`src/rtl/assert_macros.svh`:
```
// Assertion macros shared by the field finder modules.
`ifndef ASSERT_MACROS_SVH
`define ASSERT_MACROS_SVH

// Property must hold at every clock edge outside reset.
`define PBFF_ASSERT(name, clk, rst, prop) \
   name: assert property (@(posedge clk) disable iff (rst) (prop)) \
      else $error("field finder assertion failed");

// Expression must never be true at a clock edge outside reset.
`define PBFF_NEVER(name, clk, rst, expr) \
   name: assert property (@(posedge clk) disable iff (rst) !(expr)) \
      else $error("field finder forbidden condition seen");

`endif

```
`src/rtl/pbff_pkg.sv`:
```
// Types, constants and codes shared by the protobuf field finder.
package pbff_pkg;

   // Message and varint limits.
   localparam int MAX_MSG_BYTES    = 65536;
   localparam int POS_W            = $clog2(MAX_MSG_BYTES) + 1;
   localparam int VARINT_MAX_BYTES = 10;
   localparam int VB_W             = $clog2(VARINT_MAX_BYTES + 1);
   localparam int ACC_W            = 64;
   localparam int VARINT_DIGIT_W   = 7;

   // Field widths of the words on the ports.
   localparam int FIELD_NUM_W = 32;
   localparam int WIRE_W      = 3;
   localparam int OFFSET_W    = 16;
   localparam int LENGTH_W    = 32;
   localparam int CSR_DATA_W  = 32;

   // Wire type codes.
   localparam logic [WIRE_W-1:0] WIRE_VARINT  = 3'd0;
   localparam logic [WIRE_W-1:0] WIRE_FIXED64 = 3'd1;
   localparam logic [WIRE_W-1:0] WIRE_DELIM   = 3'd2;
   localparam logic [WIRE_W-1:0] WIRE_FIXED32 = 3'd5;

   localparam logic [LENGTH_W-1:0] FIXED64_LEN = 32'd8;
   localparam logic [LENGTH_W-1:0] FIXED32_LEN = 32'd4;

   // Configuration register indexes.
   typedef enum logic [0:0] {
      CSR_FIELD_NUMBER = 1'b0,
      CSR_WIRE_KIND    = 1'b1
   } csr_index_type;

   // Scanner phases.
   typedef enum logic [2:0] {
      PH_TAG         = 3'd0,
      PH_VAL_VARINT  = 3'd1,
      PH_LEN         = 3'd2,
      PH_SKIP_VARINT = 3'd3,
      PH_SKIP_LEN    = 3'd4,
      PH_SKIP_BYTES  = 3'd5
   } phase_type;

   typedef struct packed {
      logic [FIELD_NUM_W-1:0] field_number;
      logic [WIRE_W-1:0]      wire_kind;
   } cfg_type;

   typedef struct packed {
      logic                 found;
      logic [OFFSET_W-1:0]  payload_offset;
      logic [LENGTH_W-1:0]  payload_length;
   } result_type;

endpackage

```
`src/rtl/pbff_scan.sv`:
```
// Byte-wise wire-format scanner: tag and varint decode, skip logic, result.
`include "assert_macros.svh"

module pbff_scan (
   input  logic                  clock,
   input  logic                  reset,
   input  logic                  accept,
   input  logic [7:0]            msg_byte,
   input  logic                  msg_end,
   input  pbff_pkg::cfg_type     cfg,
   output logic                  res_valid,
   output pbff_pkg::result_type  res
);

   pbff_pkg::phase_type                 phase_ff, phase_in;
   logic [pbff_pkg::POS_W-1:0]          byte_position_ff, byte_position_in;
   logic [pbff_pkg::ACC_W-1:0]          varint_accum_ff, varint_accum_in;
   logic [pbff_pkg::VB_W-1:0]           varint_bytes_ff, varint_bytes_in;
   logic [pbff_pkg::LENGTH_W-1:0]       skip_remaining_ff, skip_remaining_in;
   logic [pbff_pkg::OFFSET_W-1:0]       payload_start_ff, payload_start_in;
   logic                                done_flag_ff, done_flag_in;

   logic [pbff_pkg::ACC_W-1:0]          acc_feed;
   logic [pbff_pkg::VB_W-1:0]           bytes_next;
   logic                                v_done, v_bad;
   logic                                pos_over;
   logic [31:0]                         pos_plus;
   logic [pbff_pkg::OFFSET_W-1:0]       off_next;
   logic [pbff_pkg::LENGTH_W-1:0]       acc_sat;
   logic [pbff_pkg::FIELD_NUM_W-1:0]    tag_field;
   logic [pbff_pkg::WIRE_W-1:0]         tag_wire;
   logic                                tag_match, wire_fixed, wire_known;
   logic [pbff_pkg::LENGTH_W-1:0]       fixed_len, skip_dec;

   // Place the seven payload bits of this byte into the slot its count selects.
   always_comb begin
      acc_feed = varint_accum_ff;
      for (int i = 0; i < pbff_pkg::VARINT_MAX_BYTES; i++) begin
         if (varint_bytes_ff == pbff_pkg::VB_W'(i)) begin
            acc_feed = varint_accum_ff |
                       (pbff_pkg::ACC_W'(msg_byte[6:0]) << (pbff_pkg::VARINT_DIGIT_W * i));
         end
      end
   end

   assign bytes_next = varint_bytes_ff + pbff_pkg::VB_W'(1);
   assign v_done     = !msg_byte[7];
   assign v_bad      = msg_byte[7] &&
                       (bytes_next >= pbff_pkg::VB_W'(pbff_pkg::VARINT_MAX_BYTES));

   assign pos_over = (byte_position_ff >= pbff_pkg::POS_W'(pbff_pkg::MAX_MSG_BYTES));
   assign pos_plus = 32'(byte_position_ff) + 32'd1;
   assign off_next = (pos_plus > 32'h0000_FFFF) ? '1 : pos_plus[pbff_pkg::OFFSET_W-1:0];

   assign acc_sat  = (|acc_feed[pbff_pkg::ACC_W-1:pbff_pkg::LENGTH_W]) ? '1 :
                     acc_feed[pbff_pkg::LENGTH_W-1:0];

   assign tag_field  = acc_feed[pbff_pkg::FIELD_NUM_W+2:3];
   assign tag_wire   = acc_feed[pbff_pkg::WIRE_W-1:0];
   assign tag_match  = (tag_field == cfg.field_number) && (tag_wire == cfg.wire_kind);
   assign wire_fixed = (tag_wire == pbff_pkg::WIRE_FIXED64) ||
                       (tag_wire == pbff_pkg::WIRE_FIXED32);
   assign wire_known = wire_fixed || (tag_wire == pbff_pkg::WIRE_VARINT) ||
                       (tag_wire == pbff_pkg::WIRE_DELIM);
   assign fixed_len  = (tag_wire == pbff_pkg::WIRE_FIXED64) ? pbff_pkg::FIXED64_LEN :
                       pbff_pkg::FIXED32_LEN;
   assign skip_dec   = (skip_remaining_ff == '0) ? '0 :
                       skip_remaining_ff - pbff_pkg::LENGTH_W'(1);

   // Next phase.
   always_comb begin
      phase_in = phase_ff;
      if (accept) begin
         if (msg_end) begin
            phase_in = pbff_pkg::PH_TAG;
         end else if (!done_flag_ff && !pos_over) begin
            unique case (phase_ff)
               pbff_pkg::PH_TAG: begin
                  if (v_done) begin
                     if (tag_match) begin
                        if (tag_wire == pbff_pkg::WIRE_VARINT) begin
                           phase_in = pbff_pkg::PH_VAL_VARINT;
                        end else if (tag_wire == pbff_pkg::WIRE_DELIM) begin
                           phase_in = pbff_pkg::PH_LEN;
                        end
                     end else if (tag_wire == pbff_pkg::WIRE_VARINT) begin
                        phase_in = pbff_pkg::PH_SKIP_VARINT;
                     end else if (tag_wire == pbff_pkg::WIRE_DELIM) begin
                        phase_in = pbff_pkg::PH_SKIP_LEN;
                     end else if (wire_fixed) begin
                        phase_in = pbff_pkg::PH_SKIP_BYTES;
                     end
                  end
               end
               pbff_pkg::PH_SKIP_VARINT: begin
                  if (v_done) begin
                     phase_in = pbff_pkg::PH_TAG;
                  end
               end
               pbff_pkg::PH_SKIP_LEN: begin
                  if (v_done) begin
                     phase_in = (acc_sat == '0) ? pbff_pkg::PH_TAG : pbff_pkg::PH_SKIP_BYTES;
                  end
               end
               pbff_pkg::PH_SKIP_BYTES: begin
                  if (skip_dec == '0) begin
                     phase_in = pbff_pkg::PH_TAG;
                  end
               end
               default: phase_in = phase_ff;
            endcase
         end
      end
   end

   // Result of this byte: at most one per message.
   always_comb begin
      res_valid          = 1'b0;
      res.found          = 1'b0;
      res.payload_offset = '0;
      res.payload_length = '0;
      if (accept && !done_flag_ff) begin
         if (pos_over) begin
            res_valid = 1'b1;
         end else begin
            unique case (phase_ff)
               pbff_pkg::PH_TAG: begin
                  if (v_bad) begin
                     res_valid = 1'b1;
                  end else if (v_done) begin
                     if (tag_match && wire_fixed) begin
                        res_valid          = 1'b1;
                        res.found          = 1'b1;
                        res.payload_offset = off_next;
                        res.payload_length = fixed_len;
                     end else if (!wire_known) begin
                        res_valid = 1'b1;
                     end
                  end
               end
               pbff_pkg::PH_VAL_VARINT: begin
                  if (v_bad) begin
                     res_valid = 1'b1;
                  end else if (v_done) begin
                     res_valid          = 1'b1;
                     res.found          = 1'b1;
                     res.payload_offset = payload_start_ff;
                     res.payload_length = pbff_pkg::LENGTH_W'(bytes_next);
                  end
               end
               pbff_pkg::PH_LEN: begin
                  if (v_bad) begin
                     res_valid = 1'b1;
                  end else if (v_done) begin
                     res_valid          = 1'b1;
                     res.found          = 1'b1;
                     res.payload_offset = off_next;
                     res.payload_length = acc_sat;
                  end
               end
               pbff_pkg::PH_SKIP_VARINT,
               pbff_pkg::PH_SKIP_LEN: begin
                  res_valid = v_bad;
               end
               default: res_valid = 1'b0;
            endcase
         end
         // The message end closes the message with a result if it has none yet.
         if (!res_valid && msg_end) begin
            res_valid = 1'b1;
         end
      end
   end

   // Varint accumulator, skip counter, position and done flag.
   always_comb begin
      byte_position_in  = byte_position_ff;
      varint_accum_in   = varint_accum_ff;
      varint_bytes_in   = varint_bytes_ff;
      skip_remaining_in = skip_remaining_ff;
      payload_start_in  = payload_start_ff;
      done_flag_in      = done_flag_ff;
      if (accept) begin
         if (msg_end) begin
            byte_position_in  = '0;
            varint_accum_in   = '0;
            varint_bytes_in   = '0;
            skip_remaining_in = '0;
            payload_start_in  = '0;
            done_flag_in      = 1'b0;
         end else if (!done_flag_ff) begin
            done_flag_in = res_valid;
            if (!pos_over) begin
               byte_position_in = byte_position_ff + pbff_pkg::POS_W'(1);
               if (phase_ff == pbff_pkg::PH_SKIP_BYTES) begin
                  skip_remaining_in = skip_dec;
                  if (skip_dec == '0) begin
                     varint_accum_in = '0;
                     varint_bytes_in = '0;
                  end
               end else begin
                  varint_accum_in = acc_feed;
                  varint_bytes_in = bytes_next;
                  if (v_done) begin
                     if (phase_ff == pbff_pkg::PH_TAG) begin
                        varint_accum_in = '0;
                        varint_bytes_in = '0;
                        if (tag_match && tag_wire == pbff_pkg::WIRE_VARINT) begin
                           payload_start_in = off_next;
                        end
                        if (!tag_match && wire_fixed) begin
                           skip_remaining_in = fixed_len;
                        end
                     end else if (phase_ff == pbff_pkg::PH_SKIP_VARINT) begin
                        varint_accum_in = '0;
                        varint_bytes_in = '0;
                     end else if (phase_ff == pbff_pkg::PH_SKIP_LEN) begin
                        varint_accum_in   = '0;
                        varint_bytes_in   = '0;
                        skip_remaining_in = acc_sat;
                     end
                  end
               end
            end
         end
      end
   end

   always_ff @(posedge clock) begin
      if (reset) begin
         phase_ff          <= pbff_pkg::PH_TAG;
         byte_position_ff  <= '0;
         varint_accum_ff   <= '0;
         varint_bytes_ff   <= '0;
         skip_remaining_ff <= '0;
         payload_start_ff  <= '0;
         done_flag_ff      <= 1'b0;
      end else begin
         phase_ff          <= phase_in;
         byte_position_ff  <= byte_position_in;
         varint_accum_ff   <= varint_accum_in;
         varint_bytes_ff   <= varint_bytes_in;
         skip_remaining_ff <= skip_remaining_in;
         payload_start_ff  <= payload_start_in;
         done_flag_ff      <= done_flag_in;
      end
   end

   `PBFF_ASSERT(a_done_quiet, clock, reset, (accept && done_flag_ff) |-> !res_valid)
   `PBFF_ASSERT(a_varint_bound, clock, reset,
                !done_flag_ff |-> (varint_bytes_ff < pbff_pkg::VB_W'(pbff_pkg::VARINT_MAX_BYTES)))
   `PBFF_NEVER(a_skip_nonzero, clock, reset,
               !done_flag_ff && phase_ff == pbff_pkg::PH_SKIP_BYTES && skip_remaining_ff == '0)

endmodule

```
`src/rtl/pbff_rsp_buf.sv`:
```
// Result register with a skid stage between the scanner and the result channel.
`include "assert_macros.svh"

module pbff_rsp_buf (
   input  logic                  clock,
   input  logic                  reset,
   input  logic                  in_valid,
   input  pbff_pkg::result_type  in_res,
   output logic                  in_ready,
   output logic                  rsp_tvalid,
   input  logic                  rsp_tready,
   output pbff_pkg::result_type  rsp_res
);

   logic                  out_valid_ff, out_valid_in;
   logic                  skid_valid_ff, skid_valid_in;
   pbff_pkg::result_type  out_res_ff, out_res_in;
   pbff_pkg::result_type  skid_res_ff, skid_res_in;
   logic                  out_free;

   // The skid stage absorbs one word that arrives while the output stalls.
   assign in_ready = !skid_valid_ff;
   assign out_free = !out_valid_ff || rsp_tready;

   always_comb begin
      out_valid_in  = out_valid_ff;
      out_res_in    = out_res_ff;
      skid_valid_in = skid_valid_ff;
      skid_res_in   = skid_res_ff;
      if (out_free) begin
         if (skid_valid_ff) begin
            out_valid_in  = 1'b1;
            out_res_in    = skid_res_ff;
            skid_valid_in = 1'b0;
         end else begin
            out_valid_in = in_valid;
            out_res_in   = in_res;
         end
      end else if (in_valid) begin
         skid_valid_in = 1'b1;
         skid_res_in   = in_res;
      end
   end

   always_ff @(posedge clock) begin
      if (reset) begin
         out_valid_ff  <= 1'b0;
         skid_valid_ff <= 1'b0;
      end else begin
         out_valid_ff  <= out_valid_in;
         skid_valid_ff <= skid_valid_in;
      end
   end

   always_ff @(posedge clock) begin
      out_res_ff  <= out_res_in;
      skid_res_ff <= skid_res_in;
   end

   assign rsp_tvalid = out_valid_ff;
   assign rsp_res    = out_res_ff;

   `PBFF_ASSERT(a_skid_behind_out, clock, reset, skid_valid_ff |-> out_valid_ff)
   `PBFF_NEVER(a_no_write_when_full, clock, reset, skid_valid_ff && in_valid)

endmodule

```
`src/rtl/protobuf_field_finder_core.sv`:
```
// Top level of the protobuf field finder: ports, configuration registers, wiring.
//
//   channel | direction | payload
//   --------+-----------+---------------------------------------------------
//   req_    | in        | tdata: msg_byte; tlast: msg_end
//   rsp_    | out       | tdata: payload_offset, payload_length; tuser: found
//   csr_    | in        | index 0 target_field_number, 1 target_wire_kind
//
// The scanner updates its varint and skip state in the cycle a byte is accepted;
// its result word is registered in the output stage of the result buffer, or in
// the skid stage while rsp_ stalls. Every message gives exactly one result word.
// A stalled result channel is absorbed by a one-word skid stage; req_tready
// drops only while that stage is full. Reset is synchronous and active high;
// it clears the scanner and both configuration registers.
// Configuration writes are always accepted and act on the next tag compared.

module protobuf_field_finder_core (
   input  logic         clock,
   input  logic         reset,

   input  logic         req_tvalid,
   output logic         req_tready,
   input  logic [7:0]   req_tdata,   // [7:0] msg_byte
   input  logic         req_tlast,   // msg_end

   output logic         rsp_tvalid,
   input  logic         rsp_tready,
   output logic [47:0]  rsp_tdata,   // [15:0] payload_offset, [47:16] payload_length
   output logic         rsp_tuser,   // found

   input  logic         csr_valid,
   output logic         csr_ready,
   input  logic         csr_index,
   input  logic [31:0]  csr_data
);

   pbff_pkg::cfg_type     cfg_ff, cfg_in;
   pbff_pkg::result_type  scan_res, rsp_res;
   logic                  scan_valid;
   logic                  buf_ready;
   logic                  req_accept;

   // Configuration registers; the port never stalls.
   assign csr_ready = 1'b1;

   always_comb begin
      cfg_in = cfg_ff;
      if (csr_valid && csr_ready) begin
         unique case (pbff_pkg::csr_index_type'(csr_index))
            pbff_pkg::CSR_FIELD_NUMBER: cfg_in.field_number = csr_data;
            pbff_pkg::CSR_WIRE_KIND:    cfg_in.wire_kind = csr_data[pbff_pkg::WIRE_W-1:0];
            default:                    cfg_in = cfg_ff;
         endcase
      end
   end

   always_ff @(posedge clock) begin
      if (reset) begin
         cfg_ff <= '0;
      end else begin
         cfg_ff <= cfg_in;
      end
   end

   // A byte is taken whenever the result path can hold whatever it causes.
   assign req_tready = buf_ready;
   assign req_accept = req_tvalid && req_tready;

   pbff_scan u_scan (
      .clock     (clock),
      .reset     (reset),
      .accept    (req_accept),
      .msg_byte  (req_tdata),
      .msg_end   (req_tlast),
      .cfg       (cfg_ff),
      .res_valid (scan_valid),
      .res       (scan_res)
   );

   pbff_rsp_buf u_rsp_buf (
      .clock      (clock),
      .reset      (reset),
      .in_valid   (scan_valid),
      .in_res     (scan_res),
      .in_ready   (buf_ready),
      .rsp_tvalid (rsp_tvalid),
      .rsp_tready (rsp_tready),
      .rsp_res    (rsp_res)
   );

   assign rsp_tdata = {rsp_res.payload_length, rsp_res.payload_offset};
   assign rsp_tuser = rsp_res.found;

endmodule
```
`config.mk`:
```
export PLATFORM = sky130hd
export DESIGN_NAME = protobuf_field_finder_core
export DESIGN_NICKNAME = d
export VERILOG_FILES = /design/src/rtl/pbff_pkg.sv /design/src/rtl/pbff_scan.sv /design/src/rtl/pbff_rsp_buf.sv /design/src/rtl/protobuf_field_finder_core.sv
export VERILOG_INCLUDE_DIRS = /design/src /design/src/rtl
export SDC_FILE = /design/constraint.sdc
export NUM_CORES = 1
export LEC_CHECK = 0
export ABC_AREA = 0
export CORE_MARGIN = 4
export CORE_UTILIZATION = 25
export CTS_CLUSTER_SIZE = 28
export DETAILED_ROUTE_END_ITERATION = 10
export DONT_BUFFER_PORTS = 1
export PLACE_DENSITY = 0.48
export SYNTH_ARGS = -nofsm -noshare
export SYNTH_HDL_FRONTEND = slang
export SYNTH_SLANG_ARGS = --single-unit
```
`constraint.sdc`:
```
create_clock -name clock -period 5 [get_ports clock]
set_input_delay 0 -clock clock [delete_from_list [all_inputs] [get_ports clock]]
set_output_delay 0 -clock clock [all_outputs]
set_load 0.02 [all_outputs]
```
==> results of run 1 <==
[synth_stat cells, types with 10 or more instances]
library cell / number / area, µm²
nand3_1: 20 / 100.1
or3_1: 49 / 306.5
ha_1: 11 / 137.6
xnor2_1: 53 / 464.2
nor4_1: 24 / 150.1
nand4_1: 18 / 112.6
nand2_1: 209 / 784.5
inv_1: 19 / 71.32
nor2_1: 129 / 484.2
a31oi_1: 34 / 212.7
and3_1: 14 / 87.58
nand2b_1: 10 / 62.56
a21o_1: 45 / 337.8
a22oi_1: 36 / 270.3
buf_2: 17 / 85.08
nor2b_1: 14 / 87.58
o21ai_0: 34 / 170.2
a22o_1: 11 / 96.34
xor2_1: 21 / 183.9
a21oi_1: 209 / 1046
clkbuf_1: 87 / 326.6
or2_2: 11 / 68.82
edfxtp_1: 98 / 2943
dfxtp_1: 174 / 3483
nor3_1: 29 / 145.1
[cells by family after synthesis]
family                   after synthesis  share of synthesized area [%]
XOR/XNOR                              74                          4.905
multiplexers                           5                         0.3788
AO/OA/AOI/OAI                        415                          19.11
flip-flops                           272                          48.64
other                                  1                        0.02838
adder cells (fa/ha/maj)               11                          1.042
buffers and inverters                131                          4.167
AND/OR/NAND/NOR                      581                          21.73
[cell type report]
| type | instances | area share, % |
|---|---|---|
| clock buffer | 41 | 5.372 |
| inverter | 19 | 0.4490 |
| clock inverter | 16 | 1.063 |
| sequential | 272 | 40.49 |
| timing repair buffer | 118 | 7.231 |
| tap | 680 | 5.356 |
| multi-input combinational | 1087 | 40.04 |
[timing repair]
item | CTS | global route
hold buffers | 84 | 0
gates resized for setup | 0 | 0
hold endpoints to repair | 188 | 0
[worst paths after layout]
kind | to | slack, ns | depth (start not counted)
max | u_rsp_buf.skid_res_ff[42]$_DFFE_PP_ | 0.45 | 13
min | u_scan.varint_accum_ff[16]$_SDFFE_PP0P_ | 0.03 | 3
max reg2reg | u_rsp_buf.skid_res_ff[42]$_DFFE_PP_ | 0.45 | 13
min reg2reg | u_scan.varint_accum_ff[21]$_SDFFE_PP0P_ | 0.45 | 2
[power by group]
part	switching, mW	leakage (nW)	total, mW	internal, mW
logic	0.379	3.09	0.588	0.209
clock network	0.944	0.490	2.30	1.35
registers	0.0708	2.45	2.41	2.34
total	1.39	6.03	5.29	3.90
[metrics by stage]
stage	worst slack, ns	util (%)	setup TNS [ns]
after global routing	0.2927	30.65	0
after detailed placement	0.5063	27.01	0
after floorplan	-0.03686	-	-1.806
final	0.4520	30.65	0
after global placement	0.5662	27.01	0
after CTS	0.4888	30.65	0
[registers in the layout, indices dropped and copies added, names as in the netlist, 3 cells and up]
signal and flops:
cfg_ff 35, u_rsp_buf.rsp_res 49, u_rsp_buf.skid_res_ff 49, u_scan.byte_position_ff 17, u_scan.payload_start_ff 16, u_scan.phase_ff 3, u_scan.skip_remaining_ff 32, u_scan.varint_accum_ff 64
u_scan.varint_bytes_ff 4
[worst max-delay path: stages (launching register included)]
cell and delay, ns:
dfxtp_4 0.38, inv_2 0.09, ha_4 0.23, nor4b_4 0.59, a21oi_1 0.45, xnor2_1 0.22
nor4_1 0.64, and4b_1 0.35, and3_1 0.35, inv_2 0.09, a21oi_2 0.19, o311ai_2 0.14
nor2_4 0.17, buf_12 0.27
[metal layers]
metal	part of all wire, %	GRT usage (%)	wire [µm]	vias up
li1	-	-	-	5424
met1	46	20.65	19980	5460
met2	45	23.24	19500	384
met3	6.9	2.693	2995	67
met4	2.6	4.370	1138	0
met5	0	0	0	-
[cell usage in the layout (no fill, tap or decap), types with 5 or more instances in the layout]
cell           count
nand2_1          209
a21oi_1          208
dfxtp_1          171
nor2_1           128
edfxtp_1          98
dlygate4sd3_1     82
xnor2_1           53
or3_1             49
a21o_1            45
a22oi_1           36
o21ai_0           34
buf_4             32
clkbuf_16         31
a31oi_1           29
nor3_1            29
nor4_1            24
xor2_1            21
nand3_1           20
nand4_1           18
inv_1             16
and3_1            14
nor2b_1           13
or2_2             11
a22o_1            11
and2_1             9
nand2b_1           9
nand3b_1           9
and4_1             8
a211oi_1           8
ha_1               8
clkbuf_1           6
a31oi_2            5
mux2i_1            5
clkinv_2           5
==> results.md, run 1 <==
* Status: complete, no violations
* Max Clock Skew at 0.02074 ns
* Design area at 15890 µm²
* Die Y at around 240 µm
* Overall power at approximately 5.3 mW
* Static leakage at roughly 6 nW
* Syn nets at roughly 1500
* Num rows at 83
* CTS Sinks at ~270
* Total number of vias at approximately 11000
* Synth warn at 0
* Yosys reg bits at ~270
* Netlist Area Pre-Place at 13210 µm²
* Placed Cells incl. Taps at 2092
* Critical Path Start: u_scan.varint_bytes_ff[0]$_SDFFE_PP0P_
* Global placer's final weighted congestion at 0.8812
* Critical Path Start Type: flip-flop
* Post-CTS Setup Bufs at 0
* Final Max Slew Viols at 0
* Mapped Cells at 1490
* Drt first-iter violations at about 1000
* Min Hold Slack at around 0.034 ns
* Clk slew on worst S/H paths at 0.06 ns
* # setup viols final at 0
* Worst r2r src: u_scan.varint_bytes_ff[0]$_SDFFE_PP0P_
* Register area at between 6000 and 7000 µm²
* Vias in the first global route at 10950
* Worst Path Arrival at between 4 and 5 ns
* Post-synth top flop: dfxtp_1
* Post-DR vias/cell at 5.076
* Shortest period the worst path allows at 4.548 ns
* I/O pin count at slightly below 100
* GRT Util Overall at ~15%
* Peak VDD IR at between 0.2 and 0.25 mV
* Post-Route WL at approximately 44 mm
* Critical path peak fanout at ~50
* Min-delay worst type: in -> reg
* Die area at approximately 57000 µm²
* Initial antenna violation count at 2
* WP data required at approximately 5.2 ns
* Wire per inst at ~20 µm
* Max Cap Violations at 0
* Setup crit end kind: flip-flop
* Placeable Area at 51820 µm²
* Placed Area at ~14000 µm²
* Post-synth EDFFs at 98
* Hold Crit Start: reset
* # diodes at 0
* First-pass GRT wire length at about 67 mm
* Share of cells above drive strength 1 at under 10%
* PortBufs at 0
* Non-Filler Instances at about 2200
* Worst-skew pair later-pin latency at 0.58 ns
* Largest net degree at the start of global routing at 133
* # DRC at 0
* Area of the multi-input gates at between 6000 and 7000 µm²
* Fraction of the yosys area taken by sequential cells at roughly 49%
* Final Hold Fails at 0
* Clock root buffer: clkbuf_16
* Critical path start-end classification: reg -> reg
* Final net count at around 1600
* Post-DP HPWL at about 29 mm
* Initial core utilization at between 20 and 30%
* Post-Syn Area per Cell at a little under 9 µm²
* Fmax at 0.2199 GHz
* # fillers at between 5000 and 6000
* Tightest Pin Transition at 1.169 ns
* Tcrit/Tclk final at about nine tenths
* Antenna viol nets, final at 0
* Worst slew margin at between 20 and 25%
* Area grow syn2layout at 20.23%
* First-pass DRT Iterations at 5
* RSZ-0062 raised after global routing: no
* Htree depth at 1
* Yosys cell types at about 70
* TritonCTS clock tree: yes
* Power density over cell area at about 330 nW/µm²
* CTS Buf Count at 31
* Synth async-reset ratio at 0%
* Grt ovf at 0
* Die width at roughly 240 µm
* Max Root-Sink Buffers at 3
Note: power is estimated with default switching activity, not from simulation.
==> run 2, diff against run 1 <==
Settings changed: PLACE_DENSITY 0.48 to 0.46.
Clock period 5 ns to 4.8 ns, I/O delays scaled along.
==> results.md, run 2 (synthesis gave the netlist of run 1 again) <==
* Min-delay worst type: in -> reg
* Initial core utilization at between 20% and 30%
* Worst slew margin at 18.25%
* Power density over cell area at approximately 360 nW/µm²
* Drt first-iter violations at 946
* Share of cells above drive strength 1 at 9.499%
* Max Cap Violations at 0
* Commonest non-fill, non-tap cell in the layout: nand2_1
* Clk slew on worst S/H paths at about 0.06 ns
* Status: complete, no violations
* Antenna viol nets, final at 0
* Final Max Slew Viols at 0
* Slowest Stage Delay on Critical Path at just under 0.6 ns
* Worst-skew pair later-pin latency at ~0.54 ns
* Most frequent cells in the layout: nand2_1, a21oi_1, dfxtp_1
* # DRC at 0
* Static leakage at 6.054 nW
* Htree depth at 2
* Crit-path cells: inv_2, ha_4, nor4b_4, buf_4, a31oi_2, xnor2_1, nor4_1, and4_1, and3_1, buf_4, ha_1, a21oi_1, or2_2, a22oi_1, nor2_1, dlygate4sd3_1
* Placeable Area at 51820 µm²
* Tightest Pin Transition at between 1 and 1.5 ns
* I/O pin count at just under 100
* Sequential power share at roughly 44%
* Non-Filler Instances at ~2200
* Overall power at 5.664 mW
* Setup crit end kind: flip-flop
* PortBufs at 0
* Switching pwr at about 1.5 mW
* Post-DR vias/cell at between 5 and 6
* Clock root buffer: clkbuf_16
* TritonCTS clock tree: yes
* # fillers at 5328
* Comb power frac at roughly a tenth
* Die area at around 57000 µm²
* GRT Util Overall at between 15 and 20%
* Sw Share at roughly a quarter
* Vias in the first global route at between 10000 and 15000
* Global placer's final weighted congestion at around 0.9
* Total number of vias at between 10000 and 15000
* RSZ-0062 raised after global routing: no
* Max reg flops at between 60 and 70
* Worst Path Arrival at approximately 5.0 ns
* Max Clock Skew at 0.02070 ns
* Delay-heaviest family, CP: simple AND/OR/NAND/NOR gates
* # setup viols final at 0
* Critical path peak fanout at 17
* Fmax at approximately 0.22 GHz
* CTS Sinks at about 270
* # diodes at 0
* CTS Buf Count at 34
* Clock Power Share at 45.0%
* Min Hold Slack at slightly below 0.03 ns
* Critical Path Start Type: flip-flop
* Tcrit/Tclk final at 96.11%
* Num rows at 83
* Post-DP HPWL at roughly 29 mm
* First-pass DRT Iterations at 5
* Die Y at between 200 and 250 µm
* Max Root-Sink Buffers at 3
* Final Hold Fails at 0
* Final net count at between 1500 and 2000
* Critical-path top delay cell: dlygate4sd3_1
* Internal at between 4 and 5 mW
* Shortest period the worst path allows at 4.613 ns
* WP data required at ~5.2 ns
* Peak VDD IR at about 0.18 mV
* Area grow syn2layout at 20.63%
* Placed Cells incl. Taps at approximately 2100
* Initial antenna violation count at 1
* Buf/Inv on CP at 4
* Grt ovf at 0
* First-pass GRT wire length at around 68 mm
* Critical Path Most Common Cell: buf_4
* Post-Route WL at approximately 44 mm
* Largest net degree at the start of global routing at roughly 130
* Top reg by flops: u_scan.varint_accum_ff
* Die width at approximately 240 µm
* Critical path start-end classification: reg -> reg
* Wire per inst at ~20 µm
[run 2: cell types whose count changed in the layout (fill, tap and decap cells not counted), sizes merged]
cell and change:
clkbuf +2, clkinvlp -3, clkinv +4, buf +10, dlygate4sd3 -8
[run 2: worst paths after layout]
path,start,to,slack [ns],cells past startpoint
worst min-delay path,req_tdata[6],u_rsp_buf.skid_res_ff[20]$_DFFE_PP_,0.03,3
worst max-delay path,u_scan.varint_bytes_ff[0]$_SDFFE_PP0P_,u_scan.payload_start_ff[10]$_SDFFE_PP0P_,0.19,16
worst max register to register,u_scan.varint_bytes_ff[0]$_SDFFE_PP0P_,u_scan.payload_start_ff[10]$_SDFFE_PP0P_,0.19,16
worst min register to register,u_scan.varint_accum_ff[5]$_SDFFE_PP0P_,u_scan.varint_accum_ff[5]$_SDFFE_PP0P_,0.46,2
[run 2: power by group through the flow]
stage / Sequential, mW / Clock [mW] / Combinational, mW
6_report: 2.52 / 2.55 / 0.601
5_1_grt: 2.52 / 2.70 / 0.657
4_1_cts: 2.52 / 2.61 / 0.598
3_5_place_dp: 2.57 / 0 / 0.510
3_3_place_gp: 2.57 / 0 / 0.511
2_1_floorplan: 2.54 / 0 / 0.405
[run 2: layer usage]
metal | track usage, % | up-vias | routed length (µm)
met2 | 23.38 | 341 | 19500
met5 | 0 | - | 0
met1 | 21.54 | 5481 | 20910
met3 | 3.282 | 68 | 2795
li1 | - | 5435 | -
met4 | 3.946 | 0 | 1012
[run 2: final cells by class]
type	count	area, µm²	share of cell area [%]
clock buffers	43	925.9	5.809
clock inverters	17	165.2	1.036
inverters	19	71.32	0.4474
multi-input cells	1087	6362	39.92
flip-flops and latches	272	6432	40.36
well taps	680	850.8	5.338
repair buffers	120	1131	7.096
[run 2: stage by stage]
stage / util, % / area [µm²] / TNS (ns) / setup slack [ns]
final: 30.76 / 15940 / 0 / 0.1865
after global routing: 30.76 / 15940 / 0 / 0.0005751
after CTS: 30.75 / 15940 / 0 / 0.2031
after detailed placement: 27.13 / 14060 / 0 / 0.7559
after global placement: 27.13 / 14060 / 0 / 0.8709
after floorplan: - / 13320 / -11.61 / -0.2369
[run 2: tightest hold or removal path: cells and delay by family]
kind            cells  cell delay (ns)
compound gates      2             0.24
buf+inv             1             0.18
[run 2: what timing repair did]
action,4_1_cts,5_1_grt
endpoints found under the hold margin,182,0
buffers inserted,0,0
hold buffers,76,0
gates resized for setup,0,1
setup endpoints to repair,0,1
